### src/aubd_pkg.sv
`timescale 1ns / 1ps
`default_nettype none
// ============================================================================
// aubd_pkg: shared types and constants of the access-unit boundary detector
// Holds NAL unit type codes and the structs passed between the parser and
// the front end and top level.
// ============================================================================
package aubd_pkg;

	localparam logic [4:0] NAL_SLICE_MIN = 5'd1;
	localparam logic [4:0] NAL_IDR       = 5'd5;
	localparam logic [4:0] NAL_SPS       = 5'd7;
	localparam logic [4:0] NAL_PPS       = 5'd8;

	localparam logic [7:0] EMU_BYTE      = 8'h03;

	// Result of one NAL unit.
	typedef struct packed {
		logic [4:0]  unit_type;
		logic [1:0]  ref_priority;
		logic        starts_frame;
		logic        closed_frame_key;
		logic        is_slice;
		logic [15:0] picture_width;
		logic [15:0] picture_height;
	} aubd_result_t;

	// Parser hands a payload bank back to the front end.
	typedef struct packed {
		logic vld;
		logic bank;
	} aubd_release_t;

endpackage : aubd_pkg
`default_nettype wire

### src/aubd_front.sv
`timescale 1ns / 1ps
`default_nettype none
// ============================================================================
// aubd_front: byte intake and emulation-prevention removal
// Writes the kept payload of a unit into one of two banks and posts a job
// at the last byte.
// ============================================================================
module aubd_front #(
	parameter int HEADER_BYTES = 2048
) (
	input  wire                              clk,
	input  wire                              arst_n,
	input  wire                              in_valid,
	output logic                             in_ready,
	input  wire [7:0]                        data_byte,
	input  wire                              first_byte,
	input  wire                              last_byte,
	output logic                             wr_en,
	output logic [$clog2(HEADER_BYTES):0]    wr_addr,
	output logic [7:0]                       wr_data,
	output logic                             job_push,
	output logic [7:0]                       job_head,
	output logic [$clog2(HEADER_BYTES)-1:0]  job_len,
	output logic                             job_bank,
	input  aubd_pkg::aubd_release_t          release_bank
);

	localparam int LW = $clog2(HEADER_BYTES);
	localparam int PW = $clog2(HEADER_BYTES + 1);

	logic          open_q;
	logic          wbank_q;
	logic [1:0]    busy_q;
	logic [PW-1:0] pos_q;
	logic [LW-1:0] len_q;
	logic [1:0]    zrun_q;
	logic [7:0]    head_q;

	logic          take;
	logic          keep_room;
	logic          is_emu;
	logic          store;
	logic [LW-1:0] len_next;

	assign in_ready  = !busy_q[wbank_q];
	assign take      = in_valid && in_ready;
	assign keep_room = (pos_q < PW'(HEADER_BYTES));
	assign is_emu    = (data_byte == aubd_pkg::EMU_BYTE) && (zrun_q == 2'd2);
	assign store     = take && !first_byte && open_q && keep_room && !is_emu;
	assign len_next  = store ? len_q + LW'(1) : len_q;

	assign wr_en    = store;
	assign wr_addr  = {wbank_q, len_q};
	assign wr_data  = data_byte;

	assign job_push = take && last_byte && (first_byte || open_q);
	assign job_head = first_byte ? data_byte : head_q;
	assign job_len  = first_byte ? '0 : len_next;
	assign job_bank = wbank_q;

	always_ff @(posedge clk or negedge arst_n) begin
		if (!arst_n) begin
			open_q  <= 1'b0;
			wbank_q <= 1'b0;
			busy_q  <= 2'b00;
			pos_q   <= '0;
			len_q   <= '0;
			zrun_q  <= 2'd0;
			head_q  <= 8'd0;
		end else begin
			if (release_bank.vld) begin
				busy_q[release_bank.bank] <= 1'b0;
			end
			if (take) begin
				if (first_byte) begin
					head_q <= data_byte;
					len_q  <= '0;
					zrun_q <= 2'd0;
					pos_q  <= PW'(1);
					open_q <= 1'b1;
				end else if (open_q && keep_room) begin
					pos_q <= pos_q + PW'(1);
					len_q <= len_next;
					if (is_emu) begin
						zrun_q <= 2'd0;
					end else if (data_byte == 8'd0) begin
						zrun_q <= (zrun_q == 2'd2) ? 2'd2 : zrun_q + 2'd1;
					end else begin
						zrun_q <= 2'd0;
					end
				end
				if (job_push) begin
					open_q          <= 1'b0;
					wbank_q         <= ~wbank_q;
					busy_q[wbank_q] <= 1'b1;
				end
			end
		end
	end

endmodule : aubd_front
`default_nettype wire

### config.mk
export PLATFORM = sky130hd
export DESIGN_NAME = aubd_front
export DESIGN_NICKNAME = d
export VERILOG_FILES = /design/src/aubd_pkg.sv /design/src/aubd_front.sv
export SDC_FILE = /design/constraint.sdc
export NUM_CORES = 1
export LEC_CHECK = 0
export BUFFER_PORTS_ARGS = -buffer_cell sky130_fd_sc_hd__buf_2
export CELL_PAD_IN_SITES_DETAIL_PLACEMENT = 1
export CELL_PAD_IN_SITES_GLOBAL_PLACEMENT = 2
export CORE_UTILIZATION = 32
export CTS_CLUSTER_DIAMETER = 50
export DETAILED_ROUTE_END_ITERATION = 16
export GPL_TIMING_DRIVEN = 0
export PLACE_DENSITY = 0.89
export SLEW_MARGIN = 20
export SYNTH_ARGS = -nofsm -noshare
export SYNTH_HDL_FRONTEND = slang
export SYNTH_SLANG_ARGS = --single-unit
export TNS_END_PERCENT = 30
### constraint.sdc
create_clock -name clk -period 2.3 [get_ports clk]
set_input_delay 0.115 -clock clk [delete_from_list [all_inputs] [get_ports clk]]
set_output_delay 0.115 -clock clk [all_outputs]
set_load 0.02 [all_outputs]
==> After elaboration in Yosys (flattened, before gate mapping) <==
Cells that the tools add are included.
{ "word_totals": {"reg_bits": 37, "inputBits": 15, "elab_cells": 65} }
{ "op_classes": {"addsub": 3, "n_lt_le_gt_ge": 5, "eq_ne": 2, "mux": 23, "bitwise": 4, "n_reduce_logical": 21} }
{ "ops": {"columns": ["operator", "count"], "rows": [
  ["$mux 11", 4],
  ["$mux 12", 2],
  ["$mux 2", 8],
  ["$add 12x1->12 const B", 1],
  ["$lt 12x12->1 const B", 1],
  ["$add 11x1->11 const B", 1],
  ["$logic_and 1x1->1", 11],
  ["$eq 8x2->1 const B", 1],
  ["$logic_not 8->1", 1],
  ["$mux 8", 1],
  ["$mux 1", 6],
  ["$reduce_and 2->1", 3],
  ["$lt 1x2->1 const B", 2],
  ["$reduce_bool 2->1", 2],
  ["$logic_not 1->1", 3],
  ["$add 2x1->2 const B", 1],
  ["$and 2x2->2", 1],
  ["$demux 1 s1", 2],
  ["$eq 2x2->1 const B", 1],
  ["$ge 1x1->1 const B", 2],
  ["$not 2->2", 1],
  ["$or 2x2->2", 1],
  ["$logic_or 1x1->1", 1],
  ["$not 1->1", 1]
]} }

==> Depth between registers and ports, before layout <==
Gate-level depths: netlist of the first run.
{ "logic_depth": {"ltp_word": 11, "depth_mapped": 8, "depth_no_buf": 7} }

==> Least setup slack after synthesis of the first run <==
OpenSTA, ideal clock, no wires.
{ "synth_timing": {"kind": "flip-flop to output port", "start": "register wbank_q (netlist: job_bank)", "end": "output job_len[6]", "arrival_time_ns": 2.151, "required_time_ns": 2.185, "path_slack_ns": 0.034, "path_stages_with_launch": 6, "path_buffers": 0, "cell_sequence": "dfrtp_1 -> mux2_2 -> inv_1 -> nand2_1 -> or4_1 -> a21oi_1"} }
{ "synth_via": {"elab_chain_cells": 10} }
{ "synth_lines": {"columns": ["element", "line_no", "source"], "rows": [
  ["from (decl)", "aubd_front.sv:32", "logic wbank_q;"],
  ["from (signal assigned)", "aubd_front.sv:94", "wbank_q <= ~wbank_q;"],
  ["$mux 1 (implied by the code) (2 in series)", "aubd_front.sv:45", "assign in_ready = !busy_q[wbank_q];"],
  ["$logic_not 1->1", "aubd_front.sv:45", null],
  ["via in_ready", "aubd_front.sv:14", "output logic in_ready,"],
  ["$logic_and 1x1->1", "aubd_front.sv:46", "assign take = in_valid && in_ready;"],
  ["$logic_and 1x1->1 (4 in series)", "aubd_front.sv:49", "assign store = take && !first_byte && open_q && keep_room && !is_emu;"],
  ["$mux 11", "aubd_front.sv:50", "assign len_next = store ? len_q + LW'(1) : len_q;"],
  ["$mux 11", "aubd_front.sv:58", "assign job_len = first_byte ? '0 : len_next;"],
  ["to (decl)", "aubd_front.sv:23", "output logic [$clog2(HEADER_BYTES)-1:0] job_len,"]
]} }
The timed path passes the listed nets, and every way through them passes these cells. The select of a mux whose other input is x is not followed.

==> Worst setup path after layout of the first run <==
{ "layout_timing": {"start": "register wbank_q (netlist: job_bank)", "end": "output job_len[4]"} }
{ "layout_via": {"elab_chain_cells": 10} }
{ "layout_lines": {"columns": ["element", "line_no"], "rows": [
  ["$mux 1 (implied by the code) (2 in series)", "aubd_front.sv:45"],
  ["$logic_not 1->1", "aubd_front.sv:45"],
  ["$logic_and 1x1->1", "aubd_front.sv:46"],
  ["$logic_and 1x1->1 (4 in series)", "aubd_front.sv:49"],
  ["$mux 11", "aubd_front.sv:50"],
  ["$mux 11", "aubd_front.sv:58"]
]} }
No other way between the ends. The select of a mux whose other input is x is not followed.

==> impl_metrics.env, run 1 <==
export IMPL_layout_cells_most_common="sky130_fd_sc_hd__buf_2"
export IMPL_worstPathArrival_ns=2.16
export IMPL_final_hold_viol_count=0
export IMPL_multi_input_area_sq_um=1320
export IMPL_first_global_vias=2195
export IMPL_remaining_drc_errors=0
export IMPL_gpl_final_weighted_congestion=0.798
export IMPL_cts_inserted_buffers=5
export IMPL_ys_top_cells_by_area="sky130_fd_sc_hd__dfrtp_1, sky130_fd_sc_hd__mux2_2, sky130_fd_sc_hd__nand2_1, sky130_fd_sc_hd__o21ai_0, sky130_fd_sc_hd__buf_4"
export IMPL_die_height_microns=86.1
export IMPL_synth_sequential_area_ratio=0.409
export IMPL_grt_first_pass_wirelength_microns=11300
export IMPL_fmax_mhz=439
export IMPL_synth_ff_latch_count=37
export IMPL_most_common_layout_cells="sky130_fd_sc_hd__buf_2, sky130_fd_sc_hd__dfrtp_1, sky130_fd_sc_hd__nand2_1"
export IMPL_syn_num_nets=262
export IMPL_final_max_slew_violation_count=0
export IMPL_num_fill_cells=824
export IMPL_rsz0062_at_grt="true"
export IMPL_cts_num_sinks=37
export IMPL_boundaryPins=58
export IMPL_timing_critical_path_to_type="output pin"
export IMPL_critical_path_max_stage_delay_ns=0.42
export IMPL_slew_headroom=0.410
export IMPL_share_clk_of_total_power=0.161
export IMPL_placedInstanceArea_sq_um=2670
export IMPL_syn_avg_cell_area_sq_um=9.31
export IMPL_final_layout_size_suffix_gt1_frac=0.425
export IMPL_grtUsageTotal=0.198
export IMPL_route_detailed_vias_per_inst=5.25
export IMPL_worstPathCellList="mux2_4 -> or2_4 -> buf_4 -> o311a_1 -> a21o_1 -> buf_4"
export IMPL_postRouteWirelength_microns=6840
export IMPL_critical_path_required_ns=2.18
export IMPL_result_of_the_run="finished, final reports clean"
export IMPL_synth_instances=243
export IMPL_ir_drop_mv=0.395
export IMPL_sequential_cell_area_sq_um=931
export IMPL_total_leakage_power_nw=1.34
export IMPL_cap_violations=0
export IMPL_synth_top_cell_area_share=0.409
export IMPL_worst_pin_slew_ns=0.885
export IMPL_p_switching_w=0.00126
export IMPL_cp_max_fo=5
export IMPL_pre_repair_dr_iteration_count=4
export IMPL_detail_route_iter0_violations=49
export IMPL_critPathMostFrequentCell="sky130_fd_sc_hd__buf_4"
export IMPL_pwr_density_cell_nw_per_um2=963
export IMPL_antenna_found_initial=0
export IMPL_cts_root_buffer="sky130_fd_sc_hd__clkbuf_8"
export IMPL_core_region_area_sq_um=6830
export IMPL_syn_to_final_growth_pct=33.2
export IMPL_final_setup_worst_slack_ns=0.0244
export IMPL_yosysUniqueCellTypes=47
export IMPL_pre_cts_slack_ns=-0.0890
export IMPL_timing_critical_path_from_type="register"
export IMPL_grt_start_max_net_pins=38
export IMPL_synth_edf_count=0
export IMPL_synth_async_sr_flop_share=1.00
export IMPL_fp_dieW_microns=86.1
export IMPL_initial_core_util=0.331
export IMPL_hpwl_after_detailed_placement_microns=4810
export IMPL_clk_path_buf_depth=2
export IMPL_num_antenna_cells=0
export IMPL_comb_power_share=0.476
export IMPL_tritoncts="yes"
export IMPL_final_design_area_no_fill_sq_um=3010
export IMPL_routed_wire_length_per_instance_microns=16.7
export IMPL_synth_top_area_cell="sky130_fd_sc_hd__dfrtp_1"
export IMPL_final_core_util=0.441
export IMPL_syn_area_sq_um=2260
export IMPL_port_buffers=57
export IMPL_tns_ns=0
export IMPL_cts_reportedPaths_clkPinSlew_ns=0.08
export IMPL_report_final_setup_viol=0
export IMPL_route_antenna_remaining_nets=0
export IMPL_die_area_sq_um=7410
export IMPL_critical_path_class="register to output pin"
export IMPL_clk_latency_ns=0.30
export IMPL_rows=30
export IMPL_num_nets_final=331
export IMPL_pwr_share_seq=0.363
export IMPL_ys_dominant_reg_cell="sky130_fd_sc_hd__dfrtp_1"
export IMPL_total_overflow_reported_by_the_global_router=0
export IMPL_p_int_w=0.00164
export IMPL_share_of_the_clock_period_used_by_the_worst_path=0.989
export IMPL_cp_top_delay_family="compound AO/OA/AOI/OAI gates"
export IMPL_critical_path_slowest_cell="sky130_fd_sc_hd__dfrtp_2"
export IMPL_ys_warnings=0
export IMPL_period_needed_ns=2.28
export IMPL_h_tree_depth=2
export IMPL_route_vias_total=2149
export IMPL_worst_hold_path_type="primary input to register"
export IMPL_switching_part_of_the_total_power=0.434
export IMPL_path_buf_inv=2
export IMPL_clock_skew_final_ns=0.0106
[through the flow]
stage / total power, W / std cells / hold slack (ns)
after floorplan: 0.00186 / 243 / -0.181
after global placement: 0.00223 / 396 / 0.285
after detailed placement: 0.00227 / 396 / 0.291
after CTS: 0.00288 / 409 / 0.000798
after global routing: 0.00310 / 409 / 0.0289
final: 0.00290 / 409 / 0.0165
[power by group through the flow]
stage               Combinational [W]  Clock [W]  Sequential [W]
floorplan                    0.000781          0         0.00107
global placement              0.00119          0         0.00104
detailed placement            0.00122          0         0.00106
CTS                           0.00135   0.000482         0.00104
global route                  0.00151   0.000502         0.00109
finish                        0.00138   0.000466         0.00106
[synthesized netlist by cell type, types with 3 or more instances]
library cell	number
sky130_fd_sc_hd__nor3_1	4
sky130_fd_sc_hd__a21o_1	3
sky130_fd_sc_hd__nor2_1	14
sky130_fd_sc_hd__or4_1	5
sky130_fd_sc_hd__o211ai_1	7
sky130_fd_sc_hd__dfrtp_1	37
sky130_fd_sc_hd__inv_1	14
sky130_fd_sc_hd__buf_2	4
sky130_fd_sc_hd__clkbuf_1	7
sky130_fd_sc_hd__nand2_1	25
sky130_fd_sc_hd__a21oi_1	8
sky130_fd_sc_hd__buf_4	9
sky130_fd_sc_hd__nor4_1	4
sky130_fd_sc_hd__ha_1	4
sky130_fd_sc_hd__or3_1	3
sky130_fd_sc_hd__o31ai_1	5
sky130_fd_sc_hd__nand3_1	10
sky130_fd_sc_hd__a22o_1	6
sky130_fd_sc_hd__nand4_1	7
sky130_fd_sc_hd__a2bb2oi_1	3
sky130_fd_sc_hd__mux2_2	18
sky130_fd_sc_hd__o21ai_0	14
sky130_fd_sc_hd__and3_1	3
[sequential cells by signal, indices dropped and copies added (netlist names)]
signal / flops
open_q: 1
job_bank: 1
len_q: 11
pos_q: 12
busy_q: 2
zrun_q: 2
head_q: 8
[cell type report]
cell class / count / area share
Timing Repair Buffer: 63 / 0.120
Multi-Input combinational cell: 171 / 0.437
Buffer: 19 / 0.0477
Sequential cell: 37 / 0.309
Clock inverter: 2 / 0.00332
Tap cell: 96 / 0.0399
Clock buffer: 6 / 0.0241
Inverter: 15 / 0.0195
[worst paths after layout]
path	cells after the start	startpoint	to	slack, ns
hold / removal	2	last_byte	open_q$_DFFE_PN0P_	0.02
max in group asynchronous	2	arst_n	len_q[0]$_DFFE_PN0P_	1.22
setup reg to reg	5	job_bank$_DFFE_PN0P_	len_q[8]$_DFFE_PN0P_	0.24
min in group asynchronous	2	arst_n	len_q[9]$_DFFE_PN0P_	0.47
hold reg to reg	1	head_q[2]$_DFFE_PN0N_	head_q[2]$_DFFE_PN0N_	0.51
setup / recovery	6	job_bank$_DFFE_PN0P_	job_len[4]	0.02
[cell families after synthesis]
kind of cell / after synthesis / share of synthesized area
flip-flops: 37 / 0.409
AO/OA/AOI/OAI: 57 / 0.178
XOR/XNOR: 1 / 0.00387
adder cells (fa/ha/maj): 4 / 0.0221
AND/OR/NAND/NOR: 90 / 0.218
buffers and inverters: 35 / 0.0752
multiplexers: 19 / 0.0940
[per-layer routing]
| metal | part of all wire | vias to the layer above | wire (microns) | GRT usage |
|---|---|---|---|---|
| li1 | - | 1032 | - | - |
| met1 | 0.47 | 1073 | 3220 | 0.260 |
| met2 | 0.49 | 39 | 3340 | 0.339 |
| met3 | 0.031 | 5 | 210 | 0.0318 |
| met4 | 0.011 | 0 | 75 | 0.0500 |
| met5 | 0 | - | 0 | 0 |
[repair_timing]
item	in CTS	in global routing
resized for setup	32	25
pin swaps	5	3
setup endpoints to repair	16	12
buffers inserted	4	1
endpoints found under the hold margin	37	0
hold buffers	1	0
(Power assumes the default switching activity.)
==> run 2: changes to the inputs <==
--- a/config.mk
+++ b/config.mk
@@ -13,6 +13,7 @@
 export DETAILED_ROUTE_END_ITERATION = 16
 export GPL_TIMING_DRIVEN = 0
 export PLACE_DENSITY = 0.89
+export RECOVER_POWER = 50
 export SLEW_MARGIN = 20
 export SYNTH_ARGS = -nofsm -noshare
 export SYNTH_HDL_FRONTEND = slang
==> run 2 against run 1 <==
  * First-iteration DRC count is 6.1% lower
  * Critical path depth stayed put
  * Largest power group unchanged
  * Total power is 0.48% lower
  * Sequential share of layout area is 0.20 points higher
  * Core utilization is 0.35 points lower
  * Clock power hardly changed
  * Via count is 0.47% higher
  * Cell area is 0.79% lower
  * Combinational power hardly changed
  * Wire length hardly changed
  * Die area stayed put
  * Non-clock buffer count stayed put
==> impl_metrics.env, run 2 (same netlist as run 1, synthesis figures left out) <==
export IMPL_result_of_the_run="finished, final reports clean"
export IMPL_port_buffers=57
export IMPL_timing_critical_path_from_type="register"
export IMPL_path_buf_inv=2
export IMPL_worstPathCellList="mux2_4 -> or2_4 -> buf_4 -> o311a_1 -> a21o_1 -> buf_4"
export IMPL_final_layout_size_suffix_gt1_frac=0.364
export IMPL_cap_violations=0
export IMPL_initial_core_util=0.331
export IMPL_rows=30
export IMPL_worst_pin_slew_ns=0.982
export IMPL_detail_route_iter0_violations=46
export IMPL_critical_path_slowest_cell="sky130_fd_sc_hd__dfrtp_2"
export IMPL_max_flop_register="pos_q"
export IMPL_final_core_util=0.438
export IMPL_route_detailed_vias_per_inst=5.28
export IMPL_total_leakage_power_nw=1.29
export IMPL_most_common_layout_cells="sky130_fd_sc_hd__buf_2, sky130_fd_sc_hd__dfrtp_1, sky130_fd_sc_hd__clkbuf_1, sky130_fd_sc_hd__nand2_1, sky130_fd_sc_hd__buf_4"
export IMPL_hpwl_after_detailed_placement_microns=4810
export IMPL_routed_wl_met3_microns=209
export IMPL_h_tree_depth=2
export IMPL_period_needed_ns=2.28
export IMPL_placedInstanceArea_sq_um=2670
export IMPL_tritoncts="yes"
export IMPL_postRouteWirelength_microns=6850
export IMPL_final_hold_viol_count=0
export IMPL_route_antenna_remaining_nets=0
export IMPL_route_vias_total=2159
export IMPL_antenna_found_initial=0
export IMPL_grt_start_max_net_pins=38
export IMPL_post_layout_nonfiller_instances=409
export IMPL_wl_met1_microns=3210
export IMPL_core_region_area_sq_um=6830
export IMPL_remaining_drc_errors=0
export IMPL_met2_length_microns=3350
export IMPL_p_total_w=0.00289
export IMPL_ff2ff_setup_slack_ns=0.23
export IMPL_die_area_sq_um=7410
export IMPL_cts_root_buffer="sky130_fd_sc_hd__clkbuf_8"
export IMPL_gpl_final_weighted_congestion=0.798
export IMPL_fp_dieW_microns=86.1
export IMPL_worst_hold_path_type="primary input to register"
export IMPL_slew_headroom=0.345
export IMPL_fmax_mhz=440
export IMPL_ir_drop_mv=0.395
export IMPL_clk_path_buf_depth=2
export IMPL_critical_path_max_stage_delay_ns=0.42
export IMPL_clk_latency_ns=0.30
export IMPL_grt_first_pass_wirelength_microns=11300
export IMPL_routed_wire_length_per_instance_microns=16.7
export IMPL_die_height_microns=86.1
export IMPL_syn_to_final_growth_pct=32.1
export IMPL_cp_top_delay_family="compound AO/OA/AOI/OAI gates"
export IMPL_pwr_density_cell_nw_per_um2=966
export IMPL_final_max_slew_violation_count=0
export IMPL_top_regs="pos_q (12), len_q (11), head_q (8)"
export IMPL_report_final_setup_viol=0
export IMPL_numPlacedInstances=396
export IMPL_rsz0062_at_grt="true"
export IMPL_share_of_the_clock_period_used_by_the_worst_path=0.989
export IMPL_grtUsageTotal=0.198
export IMPL_num_antenna_cells=0
export IMPL_cp_max_fo=5
export IMPL_pre_cts_slack_ns=-0.0890
export IMPL_worstPathArrival_ns=2.16
export IMPL_first_global_vias=2195
export IMPL_maxUsedRoutingLayer="met4"
export IMPL_critical_path_required_ns=2.18
export IMPL_cts_reportedPaths_clkPinSlew_ns=0.08
export IMPL_critical_path_class="register to output pin"
export IMPL_final_setup_worst_slack_ns=0.0249
export IMPL_boundaryPins=58
export IMPL_pre_repair_dr_iteration_count=4
export IMPL_final_design_area_no_fill_sq_um=2990
export IMPL_clock_skew_final_ns=0.0113
export IMPL_timing_critical_path_to_type="output pin"
export IMPL_critPathMostFrequentCell="sky130_fd_sc_hd__buf_4"
export IMPL_total_overflow_reported_by_the_global_router=0
export IMPL_cts_num_sinks=37
export IMPL_largest_register_ffs=12
export IMPL_cts_inserted_buffers=5
export IMPL_num_nets_final=331
-- run 2: worst paths after layout --
kind | start | endpoint | depth (start not counted)
max | job_bank$_DFFE_PN0P_ | job_len[4] | 6
min | last_byte | open_q$_DFFE_PN0P_ | 2
max reg2reg | job_bank$_DFFE_PN0P_ | len_q[8]$_DFFE_PN0P_ | 5
min reg2reg | head_q[2]$_DFFE_PN0N_ | head_q[2]$_DFFE_PN0N_ | 1
max in group asynchronous | arst_n | len_q[0]$_DFFE_PN0P_ | 2
min in group asynchronous | arst_n | len_q[1]$_DFFE_PN0P_ | 2
-- run 2: routing by layer --
metal  track usage  up-vias
li1              -     1033
met1         0.260     1082
met2         0.339       39
met3        0.0318        5
met4        0.0500        0
met5             0        -
-- run 2: power by group --
part	switching [W]	internal, W	total (W)
combinational	0.000796	0.000572	0.00137
clock	0.000256	0.000211	0.000466
sequential	0.000210	0.000845	0.00105
total	0.00126	0.00163	0.00289
-- run 2: metrics by stage --
step                hold WS (ns)  setup TNS (ns)
floorplan                 -0.181               0
global placement           0.285          -0.154
finish                    0.0167               0
CTS                     0.000798         -0.0292
detailed placement         0.291          -0.363
global route              0.0289          -0.120
-- run 2: area by class of cell --
type                            count  area (sq um)
Buffer                             19           144
Clock buffer                        6          72.6
Clock inverter                      2          10.0
Fill cell                         835          3840
Inverter                           15          58.8
Multi-Input combinational cell    171          1320
Sequential cell                    37           930
Tap cell                           96           120
Timing Repair Buffer               63           339
-- run 2: timing repair --
item | in CTS | in global routing
hold buffers | 1 | 0
gates resized for setup | 32 | 25
endpoints found under the hold margin | 37 | 0
setup endpoints to repair | 16 | 12
pin swaps | 5 | 3
buffers inserted | 4 | 1
