[src/aubd_jobq.sv]
`timescale 1ns / 1ps
`default_nettype none
// ============================================================================
// aubd_jobq: two-entry job queue
// Carries finished units from the front end to the parser.
// ============================================================================
module aubd_jobq #(
	parameter int W = 20
) (
	input  wire          clk,
	input  wire          arst_n,
	input  wire          push,
	input  wire [W-1:0]  push_data,
	input  wire          pop,
	output logic [W-1:0] head_data,
	output logic         empty,
	output logic         full
);

	logic [W-1:0] entry_q [2];
	logic         wptr_q;
	logic         rptr_q;
	logic [1:0]   cnt_q;

	assign head_data = entry_q[rptr_q];
	assign empty     = (cnt_q == 2'd0);
	assign full      = (cnt_q == 2'd2);

	always_ff @(posedge clk) begin
		if (push) begin
			entry_q[wptr_q] <= push_data;
		end
	end

	always_ff @(posedge clk or negedge arst_n) begin
		if (!arst_n) begin
			wptr_q <= 1'b0;
			rptr_q <= 1'b0;
			cnt_q  <= 2'd0;
		end else begin
			if (push) begin
				wptr_q <= ~wptr_q;
			end
			if (pop) begin
				rptr_q <= ~rptr_q;
			end
			if (push && !pop) begin
				cnt_q <= cnt_q + 2'd1;
			end else if (pop && !push) begin
				cnt_q <= cnt_q - 2'd1;
			end
		end
	end

endmodule : aubd_jobq
`default_nettype wire

[config.mk]
export PLATFORM = sky130hd
export DESIGN_NAME = aubd_jobq
export DESIGN_NICKNAME = d
export VERILOG_FILES = /design/src/aubd_jobq.sv
export SDC_FILE = /design/constraint.sdc
export NUM_CORES = 1
export LEC_CHECK = 0
export ABC_AREA = 1
export BUFFER_PORTS_ARGS = -buffer_cell sky130_fd_sc_hd__buf_2
export CORE_MARGIN = 2
export CORE_UTILIZATION = 46
export DETAILED_ROUTE_END_ITERATION = 12
export PLACE_DENSITY = 0.74
export SLEW_MARGIN = 0
export SYNTH_ARGS = -nofsm -noshare
export SYNTH_HDL_FRONTEND = slang
export SYNTH_SLANG_ARGS = --single-unit
[constraint.sdc]
create_clock -name clk -period 1.5 [get_ports clk]
set_input_delay 0.075 -clock clk [delete_from_list [all_inputs] [get_ports clk]]
set_output_delay 0.075 -clock clk [all_outputs]
set_load 0.05 [all_outputs]
== Word level (Yosys, flattened, before mapping) ==
Memory sizes are Yosys's and may differ from the RTL's.
Index checks and enable logic that the tools add are counted.

* Add/subtract/negate cells: 2
* Equal/unequal tests: 1
* Reduce and logical (&&, ||, !) cells: 6
* Bitwise logic cells: 2
* Mux-type cells: 4

{| class="wikitable"
|+ Operator list
! operator !! count
|-
| $mux W2 || 2
|-
| $add A2 B1 Y2 const B || 1
|-
| $eq A2 B2 Y1 const B || 1
|-
| $logic_and A1 B1 Y1 || 2
|-
| $logic_not A1 Y1 || 2
|-
| $logic_not A2 Y1 || 1
|-
| $mux W1 || 2
|-
| $not A1 Y1 || 2
|-
| $reduce_bool A2 Y1 || 1
|-
| $sub A2 B1 Y2 const B || 1
|}

* Flip-flop bits (word level): 4
* Logic and storage cells: 19
* Memories kept: 1
* RAM bits: 40
* Output and inout port bits: 22
* Bits of input ports: 24

{| class="wikitable"
|+ Memories
! name !! depth !! width !! rd ports !! clocked after Yosys merged registers in !! wr ports !! line !! source
|-
| entry_q || 2 || 20 || 1 || 0 || 1 || 20 || <nowiki>logic [W-1:0] entry_q [2];</nowiki>
|}

== Depth between registers and ports, before layout ==
Gate-level depths: netlist (run 1).

* Word-level depth: 4
* Mapped depth: 7
* Mapped depth without buffers: 7

== Least setup slack after synthesis (run 1) ==
No wires, ideal clock.

* Kind: register to register
* From: register wptr_q
* To: memory entry_q[0][0] (enable)
* Arrival: 1.269 ns
* Cell stages (with the launch flop): 2
* Path buffers: 0
* Library setup time: 0.397 ns
* Clock period less this slack: 1.666 ns
* Path slack: -0.166 ns
* Required time: 1.103 ns
* Path through: dfrtp_1 -> nor2_1

{| class="wikitable"
|+ RTL lines
! element !! line !! source
|-
| from (decl) || 21 || <nowiki>logic wptr_q;</nowiki>
|-
| from (signal assigned) || 42 || <nowiki>wptr_q <= ~wptr_q;</nowiki>
|-
| to (decl) || 20 ||
|}

No word-level cell before the write port.

== Worst setup path in the final report (run 1) ==
* From: register rptr_q
* To: output port head_data[12]

* Longest elaborated chain between the ends: 1

{| class="wikitable"
|+ Ends and longest elaborated chain
! element !! line !! source
|-
| from (decl) || 22 || <nowiki>logic rptr_q;</nowiki>
|-
| from (signal assigned) || 45 || <nowiki>rptr_q <= ~rptr_q;</nowiki>
|-
| $mem_v2 Z2 W20 || - ||
|-
| to (decl) || 15 || <nowiki>output logic [W-1:0] head_data,</nowiki>
|}

No other way between the ends.

==> impl_metrics.ini, run 1 <==
[placement]
worst_case_setup_slack_after_placement_ps = 298.2
port-buffer-count = 45
detailed_place.area_um2 = 2039
place.gp.congestion = 0.6009
total_half_perimeter_wirelength_after_legalization_and_detailed_placement_um = 1794

[worst_setup_path]
regToRegSetupSlack_ps = 360
category_of_the_worst_setup_path_capture_point = output pin
crit_slowest_cell = sky130_fd_sc_hd__dfrtp_2
critPathRequiredTime_ps = 1420
maximum_single_stage_delay_on_the_critical_path_ps = 420
path_class = reg2out
start_kind = register
crit_path_max_fanout = 10
crit_chain = clkbuf_16, mux2_2, buf_6
arrival_ps = 1400

[sta]
setup_viol_count_final = 0
timing.final.max_slew_violations = 0
rsz0062_at_grt = true
layout_min_cycle_time_ps = 1473
period_share_pct = 98.18
worst-slew-pin-transition_ps = 267.9
fin_ws_ps = 27.30
report.final.hold_viol_count = 0
max_freq_mhz = 679.0
hold_slack_ps = 22.52
slew_headroom_pct = 82.14
fin_skew_ps = 3.971

[global_routing]
grt_start_max_net_pins = 22
total_routing_usage_gr_pct = 14.12
global_route.overflow_total = 0
initial_antenna_violation_count = 0
grt_pass1_vias = 949
global_route_wire_length_before_repair_um = 4271

[cts]
post_cts_buffers = 0
root_buffer = sky130_fd_sc_hd__clkbuf_8
insertion_delay_to_the_later_sink_of_the_worst_skew_pair_ps = 290
cts.reportedPaths.clkPinSlew_ps = 70
numCtsBuffers = 5
clock_sinks = 44
clock_tree_from_tritoncts = built
htree_num_levels = 2
cts.path.max_buffers = 2

[routing]
initialDrtViolationCount = 39
wl_met1_um = 1207
highest_layer = met4
drc_errors = 0
met2RoutedLength_um = 1390
routed_wl_um = 2833
routed_via_density = 4.552
met3RoutedLength_um = 189
wire_per_inst_um = 13.36
1st_pass_router_iterations = 6
route.vias.total = 965
ant_nets = 0

[layout]
layout.cell_area.non_filler_um2 = 2494
final_nets = 188
layout_commonest_cell = sky130_fd_sc_hd__edfxtp_1
area_delta_synth_final_pct = 44.42
n_antenna_cell = 0
most-common-layout-cells = sky130_fd_sc_hd__edfxtp_1 (40), sky130_fd_sc_hd__buf_2 (25), sky130_fd_sc_hd__dlygate4sd3_1 (22), sky130_fd_sc_hd__buf_6 (20), sky130_fd_sc_hd__mux2_4 (19)
final_layout_size_suffix_gt1_share_pct = 47.56
fill_cells = 256

[die]
overall_die_area_um2 = 4260
pin_count = 46
initial_utilization_pct = 47.52
floorplan.die.width_um = 65.27
die_y_um = 65.27
coreArea_um2 = 3633
rows = 22

[power]
vdd_ir_drop_max_mv = 1.078
leakage_power_nw = 1.053
finalPower_mw = 4.983
power.density_nw_per_um2 = 1998

[logic_synthesis]
seq_area_frac_synth_pct = 75.36
syn_area_um2 = 1727
netlist_instances = 87
post_synthesis_area_per_instance_um2 = 19.85
synthesis.yosys.warnings = 0
post_synthesis_sequential_element_count = 44
synth_fp_nets = 112
synth.distinct_cells = 13

[run]
max-cap-violations = 0

[hold_path]
holdCritPathClass = in2reg

[status]
outcome = finished clean
-- area by class of cell --
class	count	area (um2)	share of cell area, %
clock buffers	5	68.82	2.760
repair buffers	71	643.1	25.79
well taps	48	60.06	2.408
flip-flops and latches	44	1303	52.23
multi-input cells	34	379.1	15.20
clock inverters	3	13.76	0.5519
inverters	7	26.28	1.054
-- critical path: cells and delay by family, from the launching register on --
kind	cells	cell delay, ps
buffers and inverters	2	340
multiplexers	1	340
flip-flops	1	420
-- synthesized netlist by cell type --
cell type | instances | share of area (%)
sky130_fd_sc_hd__mux2_4 | 19 | 17
sky130_fd_sc_hd__nand2_1 | 5 | 1.1
sky130_fd_sc_hd__buf_6 | 2 | 1.3
sky130_fd_sc_hd__inv_1 | 7 | 1.5
sky130_fd_sc_hd__ha_1 | 1 | 0.72
sky130_fd_sc_hd__dfrtp_1 | 4 | 5.8
sky130_fd_sc_hd__nand3_1 | 1 | 0.29
sky130_fd_sc_hd__xnor2_1 | 1 | 0.51
sky130_fd_sc_hd__xor2_1 | 2 | 1.0
sky130_fd_sc_hd__mux2_2 | 1 | 0.65
sky130_fd_sc_hd__nand4_1 | 1 | 0.36
sky130_fd_sc_hd__edfxtp_1 | 40 | 70
sky130_fd_sc_hd__nor2_1 | 3 | 0.65
-- report_power, final --
group | internal (mW) | switching [mW] | total [mW]
clock | 0.316 | 0.365 | 0.681
sequential | 1.64 | 0.113 | 1.76
combinational | 1.08 | 1.47 | 2.55
total | 3.04 | 1.95 | 4.98
-- repair_timing --
item | CTS | global route
resized for setup | 6 | 50
endpoints found under the setup margin | 5 | 20
hold buffers | 22 | 0
gates cloned | 0 | 1
hold endpoints to repair | 45 | 0
-- metrics by stage --
step | TNS [ps] | utilization [%] | instances
final | 0 | 68.63 | 212
after detailed placement | 0 | 56.13 | 181
after global routing | -71.72 | 68.63 | 212
after CTS | 0 | 64.91 | 211
after global placement | 0 | 56.13 | 181
after floorplan | 0 | - | 87
-- logic make-up after synthesis --
kind of cell	Yosys count	synth area share, %
xor gates and xnor gates	3	1.522
DFF	44	75.36
adders and majority gates	1	0.7245
muxes	20	17.17
buffers and inverters	9	2.826
and+or+nand+nor	10	2.391
-- registers in the layout, summed over array words and instances (netlist names) --
signal and count:
cnt_q 2, rptr_q 1, entry_q 40, wptr_q 1
-- metal layers --
| metal | vias up | GRT usage, % |
|---|---|---|
| met4 | 0 | 6.250 |
| met1 | 448 | 16.16 |
| met2 | 39 | 22.96 |
| met3 | 7 | 6.164 |
| met5 | - | 0 |
| li1 | 471 | - |
-- worst paths after layout --
path,from,end,depth (start not counted)
worst max-delay path,rptr_q,head_data[12],3
worst min-delay path,push,wptr_q,2
worst max register to register,wptr_q,entry_q[1][7],3
worst min register to register,cnt_q[1],cnt_q[1],2
max in group asynchronous,arst_n,rptr_q,2
min in group asynchronous,arst_n,cnt_q[0],2
(Power assumes the default switching activity.)
==> run 2: changes to the inputs <==
--- a/config.mk
+++ b/config.mk
@@ -8,9 +8,10 @@
 export ABC_AREA = 1
 export BUFFER_PORTS_ARGS = -buffer_cell sky130_fd_sc_hd__buf_2
 export CORE_MARGIN = 2
-export CORE_UTILIZATION = 46
+export CORE_UTILIZATION = 50
 export DETAILED_ROUTE_END_ITERATION = 12
-export PLACE_DENSITY = 0.74
+export PLACE_DENSITY = 0.76
+export SETUP_SLACK_MARGIN = 0.4
 export SLEW_MARGIN = 0
 export SYNTH_ARGS = -nofsm -noshare
 export SYNTH_HDL_FRONTEND = slang
==> constraint.sdc (replaced) <==
create_clock -name clk -period 1.8 [get_ports clk]
set_input_delay 0.09 -clock clk [delete_from_list [all_inputs] [get_ports clk]]
set_output_delay 0.09 -clock clk [all_outputs]
set_load 0.05 [all_outputs]
==> run 2 against run 1 <==
Cell count is 1.4% higher; worst setup slack improved by 200 ps; sequential cell count unchanged; die area down 7.5%; clock power is 37% lower; hold slack better by 61 ps; sequential power shrank 18%; total power decreased by 17%; first-iteration DRC count decreased by 31%; global-route usage increased by 3.2 points; critical path depth is 1 higher; critical endpoint is now head_data[0]; highest routed layer is now met3.
==> impl_metrics.ini, run 2 (synthesis results as in run 1) <==
[status]
outcome = finished clean

[sta]
slew_headroom_pct = 83.70
report.final.hold_viol_count = 0
layout_min_cycle_time_ps = 1572
fin_skew_ps = 8.138
setup_viol_count_final = 0
worst-slew-pin-transition_ps = 244.2
timing.final.max_slew_violations = 0
setup_total_negative_slack_ps = 0
rsz0062_at_grt = true
period_share_pct = 87.35
max_freq_mhz = 636.0

[run]
max-cap-violations = 0

[layout]
largest_register = entry_q
n_antenna_cell = 0
finalCoreUtilization_pct = 75.29
final_layout_size_suffix_gt1_share_pct = 46.75
most-common-layout-cells = sky130_fd_sc_hd__edfxtp_1 (40), sky130_fd_sc_hd__buf_2 (25), sky130_fd_sc_hd__dlygate4sd3_1 (23), sky130_fd_sc_hd__mux2_4 (19), sky130_fd_sc_hd__buf_6 (19)
final_nets = 193
final-instance-count-excl-fill = 215
area_delta_synth_final_pct = 45.51
largest_reg_flops = 40
layout_commonest_cell = sky130_fd_sc_hd__edfxtp_1
layout_top_registers = entry_q: 40 flops, cnt_q: 2 flops
fill_cells = 213

[worst_setup_path]
start_kind = register
startpoint = rptr_q
category_of_the_worst_setup_path_capture_point = output pin
regToRegSetupSlack_ps = 500
crit_path_max_fanout = 7
critPathRequiredTime_ps = 1710
path_class = reg2out
critical_r2r_launch = wptr_q
arrival_ps = 1480

[die]
overall_die_area_um2 = 3939
floorplan.die.width_um = 62.77
initial_utilization_pct = 51.74
rows = 21
die_y_um = 62.77
coreArea_um2 = 3337
pin_count = 46

[cts]
clock_tree_from_tritoncts = built
root_buffer = sky130_fd_sc_hd__clkbuf_4
numCtsBuffers = 5
insertion_delay_to_the_later_sink_of_the_worst_skew_pair_ps = 340
cts.path.max_buffers = 2
htree_num_levels = 2
clock_sinks = 44
cts.reportedPaths.clkPinSlew_ps = 120

[hold_path]
holdCritPathClass = in2async

[power]
finalPower_mw = 4.147
power.density_nw_per_um2 = 1650
vdd_ir_drop_max_mv = 0.8572
leakage_power_nw = 1.065

[routing]
wire_per_inst_um = 14.54
route.vias.total = 1010
ant_nets = 0
routed_via_density = 4.698
initialDrtViolationCount = 27
drc_errors = 0
1st_pass_router_iterations = 4
routed_wl_um = 3126

[global_routing]
global_route.overflow_total = 0
global_route_wire_length_before_repair_um = 5064
grt_pass1_vias = 1109
initial_antenna_violation_count = 0
grt_start_max_net_pins = 16
total_routing_usage_gr_pct = 17.28

[placement]
placed_cells_incl_taps = 181
place.gp.congestion = 0.6099
port-buffer-count = 45
total_half_perimeter_wirelength_after_legalization_and_detailed_placement_um = 1956
-- run 2: changes by cell type in the layout (fill, tap and decap cells not counted), moves of 2 or more --
cell / delta
sky130_fd_sc_hd__clkinv_2: -2
sky130_fd_sc_hd__buf_8: +4
sky130_fd_sc_hd__clkbuf_1: +2
sky130_fd_sc_hd__buf_4: +2
sky130_fd_sc_hd__clkbuf_4: +5
sky130_fd_sc_hd__clkbuf_8: -5
-- run 2: metrics by stage --
step                setup slack [ps]  hold slack, ps  area (um2)
global route                   157.7           45.32        2512
finish                         227.6           83.30        2512
global placement               550.7          -102.5        2027
floorplan                      452.7          -205.6        1729
CTS                            228.9           49.83        2490
detailed placement             536.4          -99.39        2027
-- run 2: metal layers --
layer,vias up,track usage [%],part of all wire (%)
met5,-,0,0
met2,24,32.26,59
met3,0,6.126,3.1
met4,0,5.000,0
met1,501,18.18,38
li1,485,-,-
-- run 2: area by class of cell --
type	count	area, um2	share of cell area [%]
sequential	44	1301	51.79
clock buffer	7	45.04	1.793
inverter	7	26.28	1.046
clock inverter	1	3.754	0.1494
timing repair buffer	76	699.4	27.84
tap	46	57.56	2.291
multi-input combinational	34	379.1	15.09
-- run 2: repair_timing --
item,4_1_cts,5_1_grt
gates resized for setup,45,6
endpoints found under the hold margin,46,0
buffers inserted,2,0
gates cloned,1,0
hold buffers,23,0
setup endpoints to repair,20,20
-- run 2: worst paths after layout --
| check | endpoint | cells after the start |
|---|---|---|
| max | head_data[0] | 4 |
| min | cnt_q[0] | 2 |
| max reg2reg | entry_q[1][12] | 3 |
| min reg2reg | wptr_q | 1 |
| max in group asynchronous | rptr_q | 2 |
| min in group clk | entry_q[1][10] | 2 |
-- run 2: where the power goes --
group	leakage, nW	switching, mW	total [mW]	internal, mW
logic	0.616	1.27	2.26	0.999
registers	0.422	0.0894	1.45	1.36
clock network	0.0269	0.278	0.428	0.151
-- run 2: worst max-delay path, stage by stage, from the launching register on --
cell and delay (ps):
sky130_fd_sc_hd__dfrtp_1 420, sky130_fd_sc_hd__buf_6 140, sky130_fd_sc_hd__buf_8 130, sky130_fd_sc_hd__mux2_4 310, sky130_fd_sc_hd__buf_8 150
==> run 3: changes to the inputs <==
--- a/config.mk
+++ b/config.mk
@@ -5,12 +5,12 @@
 export SDC_FILE = /design/constraint.sdc
 export NUM_CORES = 1
 export LEC_CHECK = 0
-export ABC_AREA = 1
+export ABC_AREA = 0
 export BUFFER_PORTS_ARGS = -buffer_cell sky130_fd_sc_hd__buf_2
 export CORE_MARGIN = 2
-export CORE_UTILIZATION = 50
+export CORE_UTILIZATION = 46
 export DETAILED_ROUTE_END_ITERATION = 12
-export PLACE_DENSITY = 0.76
+export PLACE_DENSITY = 0.74
 export SETUP_SLACK_MARGIN = 0.4
 export SLEW_MARGIN = 0
 export SYNTH_ARGS = -nofsm -noshare
==> constraint.sdc (replaced) <==
create_clock -name clk -period 1.28 [get_ports clk]
set_input_delay 0.064 -clock clk [delete_from_list [all_inputs] [get_ports clk]]
set_output_delay 0.064 -clock clk [all_outputs]
set_load 0.05 [all_outputs]
==> run 3 against run 2 <==
The flow now finishes with violations (setup timing); worst setup slack got worse by 370 ps; sequential share of layout area fell by 3.4 points; die area grew 7.0%; sequential power up 44%; critical path depth is 1 lower; global-route usage up 0.87 points; cell count shrank 0.47%; via count shrank 1.3%; combinational power up 52%; critical endpoint is now head_data[12].
==> impl_metrics.ini, run 3 <==
[sta]
period_share_pct = 111.2
fin_ws_ps = -143.8
hold_slack_ps = 14.32
slew_headroom_pct = 89.45
layout_min_cycle_time_ps = 1424
max_freq_mhz = 702.3
setup_viol_count_final = 20
worst-slew-pin-transition_ps = 157.9
timing.final.max_slew_violations = 0
fin_skew_ps = 7.213
rsz0062_at_grt = true
report.final.hold_viol_count = 0

[logic_synthesis]
synthFlopType = sky130_fd_sc_hd__edfxtp_1
netlist_instances = 78
post_synthesis_sequential_element_count = 44
post_synthesis_area_per_instance_um2 = 21.90
syn_area_um2 = 1708
synthesis.yosys.warnings = 0
synth.distinct_cells = 13
asyncSetResetFlopFracSynth_pct = 9.091
share_of_yosys_cell_area_claimed_by_the_top_area_cell_type_pct = 70.33
synth_commonest_cells = sky130_fd_sc_hd__edfxtp_1 (40), sky130_fd_sc_hd__mux2_4 (19), sky130_fd_sc_hd__dfrtp_1 (4), sky130_fd_sc_hd__xor2_1 (4)
synth_edf_count = 40
synth_most_common_cell = sky130_fd_sc_hd__edfxtp_1
synth_fp_nets = 103
yosysTopAreaCell = sky130_fd_sc_hd__edfxtp_1
seq_area_frac_synth_pct = 76.19
synthTopCellsByArea = sky130_fd_sc_hd__edfxtp_1 (70%), sky130_fd_sc_hd__mux2_4 (17%), sky130_fd_sc_hd__dfrtp_1 (5.9%)

[placement]
port-buffer-count = 45
place.gp.congestion = 0.6365
detailed_place.area_um2 = 2057
placed_cells_incl_taps = 176
total_half_perimeter_wirelength_after_legalization_and_detailed_placement_um = 1952

[worst_setup_path]
cp_num_buf_inv = 2
critPathRequiredTime_ps = 1220
crit_slowest_cell = sky130_fd_sc_hd__dfrtp_2
start_kind = register
critical_r2r_launch = wptr_q
maximum_single_stage_delay_on_the_critical_path_ps = 440
category_of_the_worst_setup_path_capture_point = output pin
worstReg2RegEnd = entry_q[0][19]
arrival_ps = 1360
path_class = reg2out
timing.critical_path.max_delay_family = flip-flops
regToRegSetupSlack_ps = 160
crit_chain = buf_12, mux2_4, buf_6
reg2reg_depth = 3
crit_path_max_fanout = 10

[cts]
insertion_delay_to_the_later_sink_of_the_worst_skew_pair_ps = 290
numCtsBuffers = 5
clock_sinks = 44
htree_num_levels = 2
cts.reportedPaths.clkPinSlew_ps = 70
cts.path.max_buffers = 2
root_buffer = sky130_fd_sc_hd__clkbuf_8
clock_tree_from_tritoncts = built

[die]
die_y_um = 64.93
rows = 22
overall_die_area_um2 = 4216
floorplan.die.width_um = 64.93
pin_count = 46
coreArea_um2 = 3606
initial_utilization_pct = 47.36

[layout]
n_antenna_cell = 0
register_area_um2 = 1304
final_layout_size_suffix_gt1_share_pct = 56.63
most-common-layout-cells = sky130_fd_sc_hd__edfxtp_1 (40), sky130_fd_sc_hd__buf_6 (26), sky130_fd_sc_hd__buf_2 (23), sky130_fd_sc_hd__dlygate4sd3_1 (22), sky130_fd_sc_hd__mux2_4 (20)
multi_input_area_um2 = 410.4
layout_commonest_cell = sky130_fd_sc_hd__edfxtp_1
finalCoreUtilization_pct = 74.64
layout_top_registers = entry_q: 40 flops, cnt_q: 2 flops
final_nets = 190
area_delta_synth_final_pct = 57.58
fill_cells = 240
largest_reg_flops = 40
largest_register = entry_q
layout.cell_area.non_filler_um2 = 2691
final-instance-count-excl-fill = 214

[hold_path]
min_path_cells = 2
whs_endpoint = wptr_q
holdCritPathClass = in2reg
timing.hold.worst.start = push

[global_routing]
global_route_wire_length_before_repair_um = 5326
total_routing_usage_gr_pct = 18.15
initial_antenna_violation_count = 0
grt_start_max_net_pins = 14
global_route.overflow_total = 0
grt_pass1_vias = 1111

[status]
violations_in_the_final_reports = setup timing
outcome = complete, but fails checks

[run]
max-cap-violations = 0

[power]
vdd_ir_drop_max_mv = 1.347
finalPower_mw = 6.518
power.density_nw_per_um2 = 2422
leakage_power_nw = 1.126

[routing]
routed_wl_um = 3211
1st_pass_router_iterations = 4
wire_per_inst_um = 15.00
ant_nets = 0
initialDrtViolationCount = 67
routed_via_density = 4.659
route.vias.total = 997
drc_errors = 0
==> run 3: layout make-up <==
class	instances	share of cell area, %
Tap cell	48	2.232
Inverter	1	0.1395
Clock inverter	2	1.302
Clock buffer	6	2.696
Multi-Input combinational cell	31	15.25
Timing Repair Buffer	82	29.94
Sequential cell	44	48.44
==> run 3: cells by family after synthesis <==
family,count (synthesis),synth area share [%]
DFF,44,76.19
muxes,20,17.36
adders and majority gates,1,0.7325
buffers and inverters,3,1.538
xor gates and xnor gates,5,2.564
and+or+nand+nor,5,1.613
==> run 3: per-layer routing <==
metal / up-vias / global-route usage [%] / wire length, um
li1: 470 / - / -
met1: 491 / 20.00 / 1166
met2: 31 / 32.86 / 1844
met3: 5 / 3.993 / 145
met4: 0 / 8.777 / 54
met5: - / 0 / 0
==> run 3: where the power goes <==
part	switching (mW)	internal, mW	leakage (nW)	total (mW)
Clock	0.422	0.578	0.0552	1.00
Sequential	0.159	1.93	0.420	2.09
Combinational	1.80	1.62	0.651	3.43
Total	2.38	4.13	1.13	6.52
==> run 3: how the worst max path moves through the flow <==
stage	startpoint	to	slack [ps]	cells after the start
after global placement	rptr_q	head_data[9]	120	3
final	rptr_q	head_data[12]	-140	3
after floorplan	wptr_q	entry_q[0][0]	150	1
after global routing	rptr_q	head_data[19]	-180	3
after detailed placement	rptr_q	head_data[11]	70	3
after CTS	rptr_q	head_data[12]	-150	3
==> run 3: per-stage QoR <==
step	setup TNS [ps]	worst slack [ps]
finish	-2522	-143.8
CTS	-2739	-146.7
global placement	0	116.3
floorplan	0	147.3
global route	-3344	-180.9
detailed placement	0	72.82
==> run 3: what timing repair did <==
action	4_1_cts	5_1_grt
setup endpoints to repair	63	65
pin swaps	4	2
setup buffers	6	0
hold buffers	22	0
cloned	2	0
gates resized for setup	61	1
hold endpoints to repair	45	0
